### src/hw/rtl/bwar_pkg.sv
// ----------------------------------------------------------------------------
// bwar_pkg: shared types and constants for black/white alpha recovery
// Byte and quotient widths, channel count and alpha position.
// ----------------------------------------------------------------------------
package bwar_pkg;

    localparam int BYTE_W    = 8;
    localparam int PIX_W     = 32;
    localparam int QUOT_W    = 16;
    localparam int ALPHA_LSB = 24;
    localparam int NUM_CHAN  = 3;

    typedef logic [BYTE_W-1:0] t_byte;
    typedef logic [QUOT_W-1:0] t_quot;
    typedef logic [PIX_W-1:0]  t_pixel;

    // request to the shared divider
    typedef struct packed {
        logic  start;
        t_byte channel;
        t_byte divisor;
    } t_div_req;

    // answer from the shared divider
    typedef struct packed {
        logic  done;
        t_quot quot;
    } t_div_rsp;

endpackage

### src/hw/rtl/bwar_div.sv
// ----------------------------------------------------------------------------
// bwar_div: radix-2 restoring divider
// Divides (channel << 8) by an 8-bit divisor, one quotient bit per cycle.
// ----------------------------------------------------------------------------
module bwar_div
    import bwar_pkg::*;
(
    input  logic     i_clk,
    input  logic     i_rst_n,
    input  t_div_req i_req,
    output t_div_rsp o_rsp
);

    localparam int CNT_W = $clog2(QUOT_W);

    logic              r_busy;
    logic              r_done;
    logic [CNT_W-1:0]  r_cnt;
    t_quot             r_num;
    t_byte             r_rem;
    t_byte             r_div;

    logic [BYTE_W:0]   rem_sh;
    logic              fits;
    logic [BYTE_W:0]   rem_sub;

    always_comb begin
        rem_sh  = {r_rem, r_num[QUOT_W-1]};
        fits    = (rem_sh >= {1'b0, r_div});
        rem_sub = rem_sh - {1'b0, r_div};
    end

    always_ff @(posedge i_clk) begin
        if (!i_rst_n) begin
            r_busy <= 1'b0;
            r_done <= 1'b0;
            r_cnt  <= '0;
        end else begin
            r_done <= 1'b0;
            if (i_req.start) begin
                r_busy <= 1'b1;
                r_cnt  <= '0;
            end else if (r_busy) begin
                r_cnt <= r_cnt + 1'b1;
                if (r_cnt == CNT_W'(QUOT_W - 1)) begin
                    r_busy <= 1'b0;
                    r_done <= 1'b1;
                end
            end
        end
    end

    // quotient bits shift into the low end as dividend bits leave the top
    always_ff @(posedge i_clk) begin
        if (i_req.start) begin
            r_num <= {i_req.channel, {BYTE_W{1'b0}}};
            r_rem <= '0;
            r_div <= i_req.divisor;
        end else if (r_busy) begin
            r_num <= {r_num[QUOT_W-2:0], fits};
            r_rem <= fits ? rem_sub[BYTE_W-1:0] : rem_sh[BYTE_W-1:0];
        end
    end

    assign o_rsp.done = r_done;
    assign o_rsp.quot = r_num;

endmodule

### config.mk
export PLATFORM = sky130hd
export DESIGN_NAME = bwar_div
export DESIGN_NICKNAME = d
export VERILOG_FILES = /design/src/hw/rtl/bwar_pkg.sv /design/src/hw/rtl/bwar_div.sv
export SDC_FILE = /design/constraint.sdc
export NUM_CORES = 1
export LEC_CHECK = 0
export BUFFER_PORTS_ARGS = -buffer_cell sky130_fd_sc_hd__buf_4
export CORE_MARGIN = 3
export CORE_UTILIZATION = 49
export DETAILED_ROUTE_END_ITERATION = 8
export PLACE_DENSITY_LB_ADDON = 0.05
export SLEW_MARGIN = 10
export SYNTH_ARGS = -nofsm -noshare
export SYNTH_HDL_FRONTEND = slang
export SYNTH_SLANG_ARGS = --single-unit
### constraint.sdc
create_clock -name i_clk -period 1.9 [get_ports i_clk]
set_clock_uncertainty 0.2 [all_clocks]
set_input_delay 0.19 -clock i_clk [delete_from_list [all_inputs] [get_ports i_clk]]
set_output_delay 0.19 -clock i_clk [all_outputs]
set_load 0.005 [all_outputs]
==> results of run 1 <==
worst max-delay path, delay by kind of cell, from the launching register on:
kind	cells	cell delay (ns)
AO/OA/AOI/OAI	3	0.46
adder cells (fa/ha/maj)	2	0.57
buffers and inverters	1	0.06
flip-flops	1	0.38
multiplexers	1	0.15
AND/OR/NAND/NOR	1	0.14
where the power goes:
part           leakage (nW)  internal, mW  switching [mW]  total (mW)
sequential            0.341         0.898          0.0306       0.929
combinational         0.761         0.235           0.206       0.440
clock                0.0416         0.251           0.292       0.543
synthesized netlist by cell type, types with 3 or more instances:
cell type / count / area share (%)
xor2_1: 3 / 1.4
a21oi_1: 3 / 0.81
ha_1: 9 / 6.1
nor2_1: 21 / 4.2
clkbuf_1: 3 / 0.61
nand2b_1: 4 / 1.3
o21ai_0: 8 / 2.2
nand2_1: 15 / 3.0
inv_1: 13 / 2.6
a22o_1: 7 / 3.3
xnor2_1: 5 / 2.4
dfxtp_1: 22 / 24
edfxtp_1: 16 / 26
nor2b_1: 4 / 1.3
mux2i_1: 13 / 7.0
sequential cells by signal, indices dropped and copies added, names as in the netlist:
name and cells:
r_cnt 4, r_rem 8, r_div 8, r_done 1, r_busy 1, r_num 16
worst max path at each step:
stage                     endpoint  slack (ns)  cells past startpoint
after floorplan           r_rem[6]       -0.09                      8
after CTS                 r_rem[6]       -0.17                      8
after global routing      r_rem[6]       -0.26                      8
after global placement    r_rem[6]       -0.09                      8
final                     r_rem[6]       -0.18                      8
after detailed placement  r_rem[6]       -0.21                      8
layer usage:
metal / vias up / track usage [%]
met1: 730 / 24.2
met2: 41 / 34.1
met4: 0 / 7.85
met5: - / 0
li1: 760 / -
met3: 10 / 5.32
per-stage QoR:
step	power [mW]	cells	instance area [sq um]	utilization, %	TNS (ns)
CTS	1.87	293	2590	74.1	-0.350
floorplan	1.14	176	1860	-	-0.0927
global route	2.00	294	2700	77.2	-1.32
global placement	1.26	265	2250	64.5	-0.186
finish	1.91	294	2700	77.2	-0.726
detailed placement	1.27	265	2250	64.5	-0.622
what timing repair did:
| item | in CTS | in global routing |
|---|---|---|
| hold buffers | 15 | 1 |
| setup endpoints to repair | 8 | 10 |
| pin swaps | 5 | 5 |
| setup buffers | 5 | 0 |
| endpoints found under the hold margin | 19 | 1 |
| gates resized for setup | 12 | 15 |
logic make-up after synthesis:
logic type	count (synthesis)
adder cells (fa/ha/maj)	10
flip-flops	38
buffers and inverters	20
XOR/XNOR	8
AO/OA/AOI/OAI	33
AND/OR/NAND/NOR	54
multiplexers	13
cell type report:
| cell class | instances | area [sq um] | share of cell area, % |
|---|---|---|---|
| multi-input combinational | 118 | 1000 | 37.2 |
| sequential | 38 | 921 | 34.2 |
| timing repair buffer | 71 | 581 | 21.5 |
| clock buffer | 5 | 68.8 | 2.55 |
| tap | 46 | 57.6 | 2.13 |
| inverter | 13 | 48.8 | 1.81 |
| clock inverter | 3 | 16.3 | 0.603 |
==> key figures, run 1 <==
Run status
  – Outcome: finished, violations left
  – Failing checks: setup timing

Synth
  – YS warnings: 0
  – Post-synthesis mux area share: 7.01%
  – Synth Area in Simple Gates: 13.6%
  – Largest family of logic cells by synthesized area: compound AO/OA/AOI/OAI gates
  – Synth Area in Compound Gates: 14.1%
  – Number of synthesized flops with an enable pin: 16
  – Avg Inst Size Synth: 10.5 sq um
  – Synth Flop Type: dfxtp_1
  – Xor-xnor portion of the synthesized cell area: 3.77%
  – Post-synthesis cell type count: 38
  – Syn nets: 205
  – Yosys reg bits: 38
  – Cells after synthesis: 176
  – Post-synthesis adder-cell area fraction: 7.14%
  – Post-Syn Area: 1860 sq um
  – Sequential-to-total area share from yosys stat: 49.6%
  – Ys async rst share: 0%

Routing
  – Detail Route met3 WL: 183 um
  – Met2 routed WL: 2.31 mm
  – Residual DRC: 0
  – Iter 0 DRT Violations: 56
  – WL final: 4.40 mm
  – M1 WL: 1.79 mm
  – DR WL/cell: 15.0 um
  – Via-per-instance ratio: 5.24
  – Total number of vias: 1541
  – Top sig layer: met4
  – Post-detailed-route count of antenna-violating nets: 0
  – Initial DRT Pass Iterations: 4

Clock tree
  – Number of CTS-inserted buffers: 5
  – Clk_lat worst skew: 0.29 ns
  – H-tree Lvls: 2
  – CTS clk-pin slew, worst paths: 0.08 ns
  – Sink Count: 38
  – CTS tree: yes
  – Max Root-Sink Buffers: 2
  – CTS root buffer: clkbuf_8

Floorplan
  – Die X: 67.6 um
  – Io pins: 36
  – Die Y: 67.6 um
  – Site row count: 21
  – Initial Utilization: 53.1%
  – Core ar.: 3490 sq um
  – Die Footprint: 4560 sq um

Setup path
  – CP Capture Type: flip-flop
  – Critical Path Start Type: flip-flop
  – Critical Path Max Stage Delay: 0.38 ns
  – Worst Setup SP: r_num[15]
  – Worst path cell trace: inv_1 -> ha_2 -> fa_2 -> nor2b_4 -> o211ai_2 -> mux2i_1 -> a2111oi_2 -> o31ai_1
  – Reg2reg setup slack: -0.18 ns
  – RR Startpoint: r_num[15]
  – Crit path DAT: 2.05 ns
  – Slowest-stage cell, CP: edfxtp_1
  – Kind of critical path: flip-flop to flip-flop
  – CP Max Fanout: 3
  – Data required, critical path: 1.87 ns
  – R2R depth: 8
  – Worst flop-to-flop path endpoint: r_rem[6]

Finish
  – Filler cells: 247
  – Most frequent cells in the layout: buf_4, dfxtp_1, nor2_1
  – Layout cells sized above 1: 35.5%
  – Most common cell after layout, fill and taps aside: buf_4
  – Antenna Diode Count: 0
  – Final Net Count: 276
  – P&R area growth vs syn: 45.2%

Timing
  – Final setup fails: 8
  – Slew headroom: 72.7%
  – Setup WS post-layout: -0.177 ns
  – Period Utilization, post-route: 109%
  – Slew @ Worst Pin: 0.409 ns
  – Fmax: 482 MHz
  – Hold Vio Cnt, Final: 0
  – RSZ-0062 raised after global routing: yes
  – Max-slew violations: 0
  – Tmin final: 2.08 ns
  – Hold WS: 0.0222 ns

Min path
  – Hold Crit Depth: 2
  – Hold path endpoint: r_num[13]
  – Worst hold start: i_req[13]
  – Hold crit path type: primary input to flip-flop

Run
  – Max Cap Violations: 0

Power
  – Leakage power total: 1.14 nW
  – Max VDD drop: 0.553 mV
  – Cell Pwr Density: 709 nW/um^2

Placement
  – I/O Buffers: 35
  – RePlAce Congestion: 0.831
  – Pre-CTS WS: -0.208 ns
  – Post-DP HPWL: 2.86 mm

GRT
  – Final global-route overflow total: 0
  – Vias in the first global route: 1478
  – Largest net degree at the start of global routing: 25
  – Initial antenna violation count: 0
  – GRT Overall Usage: 20.1%
  – First-pass GRT wire length: 6.65 mm
No activity file was read; power rests on OpenSTA's default activity.
==> inputs of run 2 (changes only) <==
CORE_ASPECT_RATIO = 0.6   (was unset)
==> run 2 against run 1 <==
Effect of this change: the flow still finishes with violations (setup timing); critical path type unchanged; via count decreased by 0.13%; clock power increased by 3%; worst setup slack got worse by 0.040 ns; routed wire length increased by 3.7%; final cell count increased by 0.34%; flip-flop and latch count unchanged; design area increased by 0.88%; global-route usage increased by 0.86 points; die area increased by 0.53%.
==> key figures, run 2 (same netlist as run 1, synthesis figures left out) <==
Run status
  – Outcome: finished, violations left (unchanged)
  – Failing checks: setup timing (unchanged)

Finish
  – Design area: 2720 sq um (was 2700 sq um)
  – Layout cells sized above 1: 42.0% (was 35.5%)
  – Final Net Count: 278 (was 276)
  – Most frequent cells in the layout: buf_4, dfxtp_1, nor2_1 (unchanged)
  – Final Util: 79.0% (was 77.2%)
  – Final instance count without filler cells: 295 (was 294)
  – Filler cells: 206 (was 247)
  – Reg area: 921 sq um (unchanged)
  – P&R area growth vs syn: 46.5% (was 45.2%)
  – Most common cell after layout, fill and taps aside: buf_4 (unchanged)
  – Area of the multi-input gates: 1010 sq um (was 1000 sq um)
  – Max FFs per register: 16 (unchanged)
  – Largest regs: r_num x16, r_div x8, r_rem x8 (unchanged)
  – Top reg by flops: r_num (unchanged)
  – Antenna Diode Count: 0 (unchanged)

Setup path
  – Data required, critical path: 1.86 ns (was 1.87 ns)
  – Kind of critical path: flip-flop to flip-flop (unchanged)
  – Reg2reg setup slack: -0.22 ns (was -0.18 ns)
  – CP Capture Type: flip-flop (unchanged)
  – Critical Path Start Type: flip-flop (unchanged)
  – Crit path DAT: 2.08 ns (was 2.05 ns)
  – CP Max Fanout: 3 (unchanged)

GRT
  – First-pass GRT wire length: 7.27 mm (was 6.65 mm)
  – Final global-route overflow total: 0 (unchanged)
  – Initial antenna violation count: 0 (unchanged)
  – Vias in the first global route: 1526 (was 1478)
  – GRT Overall Usage: 21.0% (was 20.1%)
  – Largest net degree at the start of global routing: 25 (unchanged)

Clock tree
  – CTS clk-pin slew, worst paths: 0.07 ns (was 0.08 ns)
  – Max Root-Sink Buffers: 2 (unchanged)
  – CTS tree: yes (unchanged)
  – Clk_lat worst skew: 0.28 ns (was 0.29 ns)
  – Number of CTS-inserted buffers: 5 (unchanged)
  – CTS root buffer: clkbuf_8 (unchanged)
  – H-tree Lvls: 2 (unchanged)
  – Sink Count: 38 (unchanged)

Run
  – Max Cap Violations: 0 (unchanged)

Routing
  – DR WL/cell: 15.5 um (was 15.0 um)
  – Residual DRC: 0 (unchanged)
  – Total number of vias: 1539 (was 1541)
  – WL final: 4.57 mm (was 4.40 mm)
  – Iter 0 DRT Violations: 84 (was 56)
  – Via-per-instance ratio: 5.22 (was 5.24)
  – Initial DRT Pass Iterations: 4 (unchanged)
  – Post-detailed-route count of antenna-violating nets: 0 (unchanged)

Timing
  – Max-slew violations: 0 (unchanged)
  – Period Utilization, post-route: 111% (was 109%)
  – Fmax: 472 MHz (was 482 MHz)
  – TNS Setup: -0.639 ns (was -0.726 ns)
  – Final setup fails: 7 (was 8)
  – Slew @ Worst Pin: 0.382 ns (was 0.409 ns)
  – Hold Vio Cnt, Final: 0 (unchanged)
  – Setup WS post-layout: -0.217 ns (was -0.177 ns)
  – RSZ-0062 raised after global routing: yes (unchanged)
  – Tmin final: 2.12 ns (was 2.08 ns)
  – Slew headroom: 74.5% (was 72.7%)

Placement
  – Placed Area: 2310 sq um (was 2250 sq um)
  – RePlAce Congestion: 0.800 (was 0.831)
  – I/O Buffers: 35 (unchanged)
  – Placed Cells: 271 (was 265)
  – Post-DP HPWL: 3.01 mm (was 2.86 mm)

Min path
  – Hold crit path type: primary input to flip-flop (unchanged)

Power
  – Leakage power total: 1.19 nW (was 1.14 nW)
  – Cell Pwr Density: 719 nW/um^2 (was 709 nW/um^2)
  – Pwr Total: 1.96 mW (was 1.91 mW)
  – Max VDD drop: 0.471 mV (was 0.553 mV)

Floorplan
  – Site row count: 16 (was 21)
  – Die Footprint: 4590 sq um (was 4560 sq um)
  – Core ar.: 3440 sq um (was 3490 sq um)
  – Die Y: 53.7 um (was 67.6 um)
  – Initial Utilization: 53.9% (was 53.1%)
  – Die X: 85.5 um (was 67.6 um)
  – Io pins: 36 (unchanged)
[run 2: report_power, final]
part	switching [mW]	total [mW]	internal, mW
combinational	0.216	0.472	0.256
clock	0.264	0.557	0.293
sequential	0.0285	0.927	0.898
total	0.509	1.96	1.45
[run 2: final timing paths]
kind	cells past startpoint	to	startpoint
hold reg to reg	2	r_done	r_cnt[3]
setup reg to reg	7	r_rem[6]	r_div[0]
setup / recovery	7	r_rem[6]	r_div[0]
hold / removal	2	r_num[9]	i_req[9]
[run 2: what timing repair did]
item	4_1_cts	5_1_grt
gates resized for setup	32	7
endpoints found under the hold margin	10	0
buffers inserted	5	1
pin swaps	12	5
hold buffers	10	0
setup endpoints to repair	8	9
[run 2: area by class of cell]
cell class / count / area share, %
timing repair buffer: 73 / 21.8
clock inverter: 1 / 0.184
clock buffer: 7 / 3.17
sequential: 38 / 33.9
inverter: 13 / 1.79
multi-input combinational: 118 / 37.2
tap: 45 / 2.07
[run 2: critical path, stage by stage (launching register included)]
cell	delay [ns]
edfxtp_1	0.43
ha_4	0.20
fa_2	0.38
nor2b_4	0.15
o211ai_2	0.11
mux2i_1	0.15
a2111oi_2	0.29
o31ai_1	0.10
[run 2: per-layer routing]
layer | part of all wire, % | global-route usage (%) | wire length, um
met5 | 0 | 0 | 0
met4 | 0.96 | 4.21 | 44
met2 | 43 | 33.6 | 1970
met1 | 48 | 28.6 | 2180
met3 | 8.0 | 6.27 | 364
[run 2: per-stage QoR]
stage | hold WS [ns] | worst slack [ns]
2_1_floorplan | 0.0889 | -0.0927
3_3_place_gp | 0.169 | -0.118
3_5_place_dp | 0.169 | -0.262
4_1_cts | 0.00594 | -0.125
5_1_grt | 0.0128 | -0.273
6_report | 0.0130 | -0.217
==> inputs of run 3 (changes only) <==
CORE_UTILIZATION = 58   (was 49)
clock period = 2.66 ns   (was 1.9 ns; I/O delays follow)
==> run 3 against run 2 <==
Effect of this change: the run now ends clean; register-to-register slack improved by 0.59 ns; flip-flop and latch count unchanged; via count decreased by 8.6%; die area decreased by 14%; worst setup slack improved by 0.59 ns; clock-buffer cell count unchanged; sequential power decreased by 29%; first-iteration DRC count increased by 4.8%; worst hold slack improved by 0.053 ns; routed wire length decreased by 14%; maximum frequency decreased by 7.5%; final cell count decreased by 10%; largest power group unchanged.
==> key figures, run 3 (same netlist as run 1, synthesis figures left out) <==
Clock tree
  – Sink Count: 38 (unchanged)
  – Clk_lat worst skew: 0.29 ns (was 0.28 ns)
  – CTS root buffer: clkbuf_8 (unchanged)
  – H-tree Lvls: 2 (unchanged)
  – CTS tree: yes (unchanged)
  – Max Root-Sink Buffers: 2 (unchanged)
  – PostCTS Resize Cnt: 0 (was 32)
  – Number of CTS-inserted buffers: 5 (unchanged)
  – CTS clk-pin slew, worst paths: 0.08 ns (was 0.07 ns)

Placement
  – RePlAce Congestion: 0.872 (was 0.800)
  – I/O Buffers: 35 (unchanged)
  – Post-DP HPWL: 2.81 mm (was 3.01 mm)

Run
  – Max Cap Violations: 0 (unchanged)

Floorplan
  – Die Y: 49.8 um (was 53.7 um)
  – Die Footprint: 3940 sq um (was 4590 sq um)
  – Site row count: 15 (was 16)
  – Core ar.: 2970 sq um (was 3440 sq um)
  – Die X: 79.0 um (was 85.5 um)
  – Io pins: 36 (unchanged)
  – Initial Utilization: 62.6% (was 53.9%)

Routing
  – Post-detailed-route count of antenna-violating nets: 0 (unchanged)
  – Total number of vias: 1407 (was 1539)
  – Iter 0 DRT Violations: 88 (was 84)
  – WL final: 3.92 mm (was 4.57 mm)
  – Initial DRT Pass Iterations: 4 (unchanged)
  – Via-per-instance ratio: 5.31 (was 5.22)
  – Residual DRC: 0 (unchanged)
  – DR WL/cell: 14.8 um (was 15.5 um)

Timing
  – Max-slew violations: 0 (unchanged)
  – Hold WS: 0.0658 ns (was 0.0130 ns)
  – Fmax: 437 MHz (was 472 MHz)
  – Period Utilization, post-route: 86.0% (was 111%)
  – RSZ-0062 raised after global routing: no (was yes)
  – Hold Vio Cnt, Final: 0 (unchanged)
  – TNS Setup: 0 ns (was -0.639 ns)
  – Slew @ Worst Pin: 0.655 ns (was 0.382 ns)
  – Tmin final: 2.29 ns (was 2.12 ns)
  – Slew headroom: 56.3% (was 74.5%)
  – Final setup fails: 0 (was 7)

Finish
  – Final Net Count: 251 (was 278)
  – Top reg by flops: r_num (unchanged)
  – Largest regs: r_num x16, r_div x8, r_rem x8 (unchanged)
  – Most common cell after layout, fill and taps aside: buf_4 (unchanged)
  – Antenna Diode Count: 0 (unchanged)
  – Filler cells: 197 (was 206)
  – Area of the multi-input gates: 847 sq um (was 1010 sq um)
  – Max FFs per register: 16 (unchanged)
  – Layout cells sized above 1: 23.8% (was 42.0%)
  – Most frequent cells in the layout: buf_4, dfxtp_1, nor2_1 (unchanged)
  – Reg area: 921 sq um (unchanged)
  – P&R area growth vs syn: 27.9% (was 46.5%)

Setup path
  – Worst path bufs/invs: 1 (was 0)
  – Critical Path Max Stage Delay: 0.42 ns (was 0.43 ns)
  – Slowest-stage cell, CP: fa_1 (was edfxtp_1)
  – Top delay family on crit path: adder cells (unchanged)
  – Critical Path Start Type: flip-flop (unchanged)
  – Kind of critical path: flip-flop to flip-flop (unchanged)
  – RR Startpoint: r_num[15] (was r_div[0])
  – CP Max Fanout: 3 (unchanged)
  – Data required, critical path: 2.64 ns (was 1.86 ns)
  – Crit path DAT: 2.26 ns (was 2.08 ns)
  – CP Capture Type: flip-flop (unchanged)
  – Worst Setup SP: r_num[15] (was r_div[0])
  – Worst path cell trace: inv_1 -> ha_1 -> fa_1 -> nor2b_1 -> o211ai_2 -> mux2i_1 -> a2111oi_1 -> o31ai_1 (was ha_4 -> fa_2 -> nor2b_4 -> o211ai_2 -> mux2i_1 -> a2111oi_2 -> o31ai_1)

Min path
  – Hold crit path type: primary input to flip-flop (unchanged)
  – Worst hold start: i_req[14] (was i_req[9])

Power
  – Cell Pwr Density: 612 nW/um^2 (was 719 nW/um^2)
  – Max VDD drop: 0.446 mV (was 0.471 mV)
  – Leakage power total: 1.05 nW (was 1.19 nW)

GRT
  – GRT Overall Usage: 22.4% (was 21.0%)
  – Initial antenna violation count: 0 (unchanged)
  – Vias in the first global route: 1381 (was 1526)
  – Largest net degree at the start of global routing: 34 (was 25)
  – First-pass GRT wire length: 6.50 mm (was 7.27 mm)
  – Final global-route overflow total: 0 (unchanged)

Run status
  – Outcome: finished clean (was finished, violations left)
run 3: cell types whose count changed in the layout (fill, tap and decap cells not counted), moves of 3 or more:
| cell | before | now |
|---|---|---|
| buf_4 | 58 | 37 |
| ha_1 | 3 | 9 |
| ha_4 | 6 | 0 |
| buf_6 | 5 | 0 |
| inv_1 | 8 | 13 |
| inv_2 | 5 | 0 |
| o21ai_0 | 3 | 8 |
| o21ai_1 | 3 | 0 |
run 3: worst paths after layout:
check / depth (start not counted) / slack (ns) / end
worst min-delay path: 3 / 0.07 / r_num[14]
worst max-delay path: 8 / 0.37 / r_rem[6]
worst max register to register: 8 / 0.37 / r_rem[6]
worst min register to register: 2 / 0.29 / r_rem[7]
run 3: what timing repair did:
| item | 4_1_cts | 5_1_grt |
|---|---|---|
| hold buffers | 9 | 0 |
| endpoints found under the hold margin | 9 | 0 |
| setup buffers | 0 | 0 |
| endpoints found under the setup margin | 0 | 0 |
run 3: cell type report:
type | count | share of cell area, %
Sequential cell | 38 | 38.8
Clock inverter | 1 | 1.26
Multi-Input combinational cell | 118 | 35.7
Timing Repair Buffer | 46 | 15.5
Clock buffer | 7 | 4.53
Tap cell | 42 | 2.21
Inverter | 13 | 2.05
run 3: tightest hold or removal path: cells and delay by family:
kind                   cells  cell delay (ns)
and+or+nand+nor            1             0.03
buffers and inverters      1             0.07
AOI/OAI and AO/OA          1             0.07
run 3: layer usage:
layer  global-route usage [%]  vias up  wire length, um
met1                     30.4      644             1790
met4                     9.71        0               21
met2                     33.1       53             1740
met5                        0        -                0
met3                     6.75        4              370
li1                         -      706                -
run 3: power by group:
part / internal (mW) / total, mW / switching [mW] / leakage [nW]
combinational: 0.112 / 0.227 / 0.115 / 0.642
clock: 0.362 / 0.567 / 0.205 / 0.0696
sequential: 0.641 / 0.660 / 0.0186 / 0.341
total: 1.12 / 1.45 / 0.338 / 1.05
run 3: stage by stage:
stage | setup slack (ns) | util [%] | std cells | power, mW | instance area, sq um
floorplan | 0.535 | - | 176 | 0.809 | 1860
global placement | 0.500 | 72.4 | 248 | 0.875 | 2150
detailed placement | 0.399 | 72.4 | 248 | 0.885 | 2150
CTS | 0.378 | 80.1 | 265 | 1.46 | 2370
global route | 0.262 | 80.1 | 265 | 1.52 | 2370
finish | 0.372 | 80.1 | 265 | 1.45 | 2370
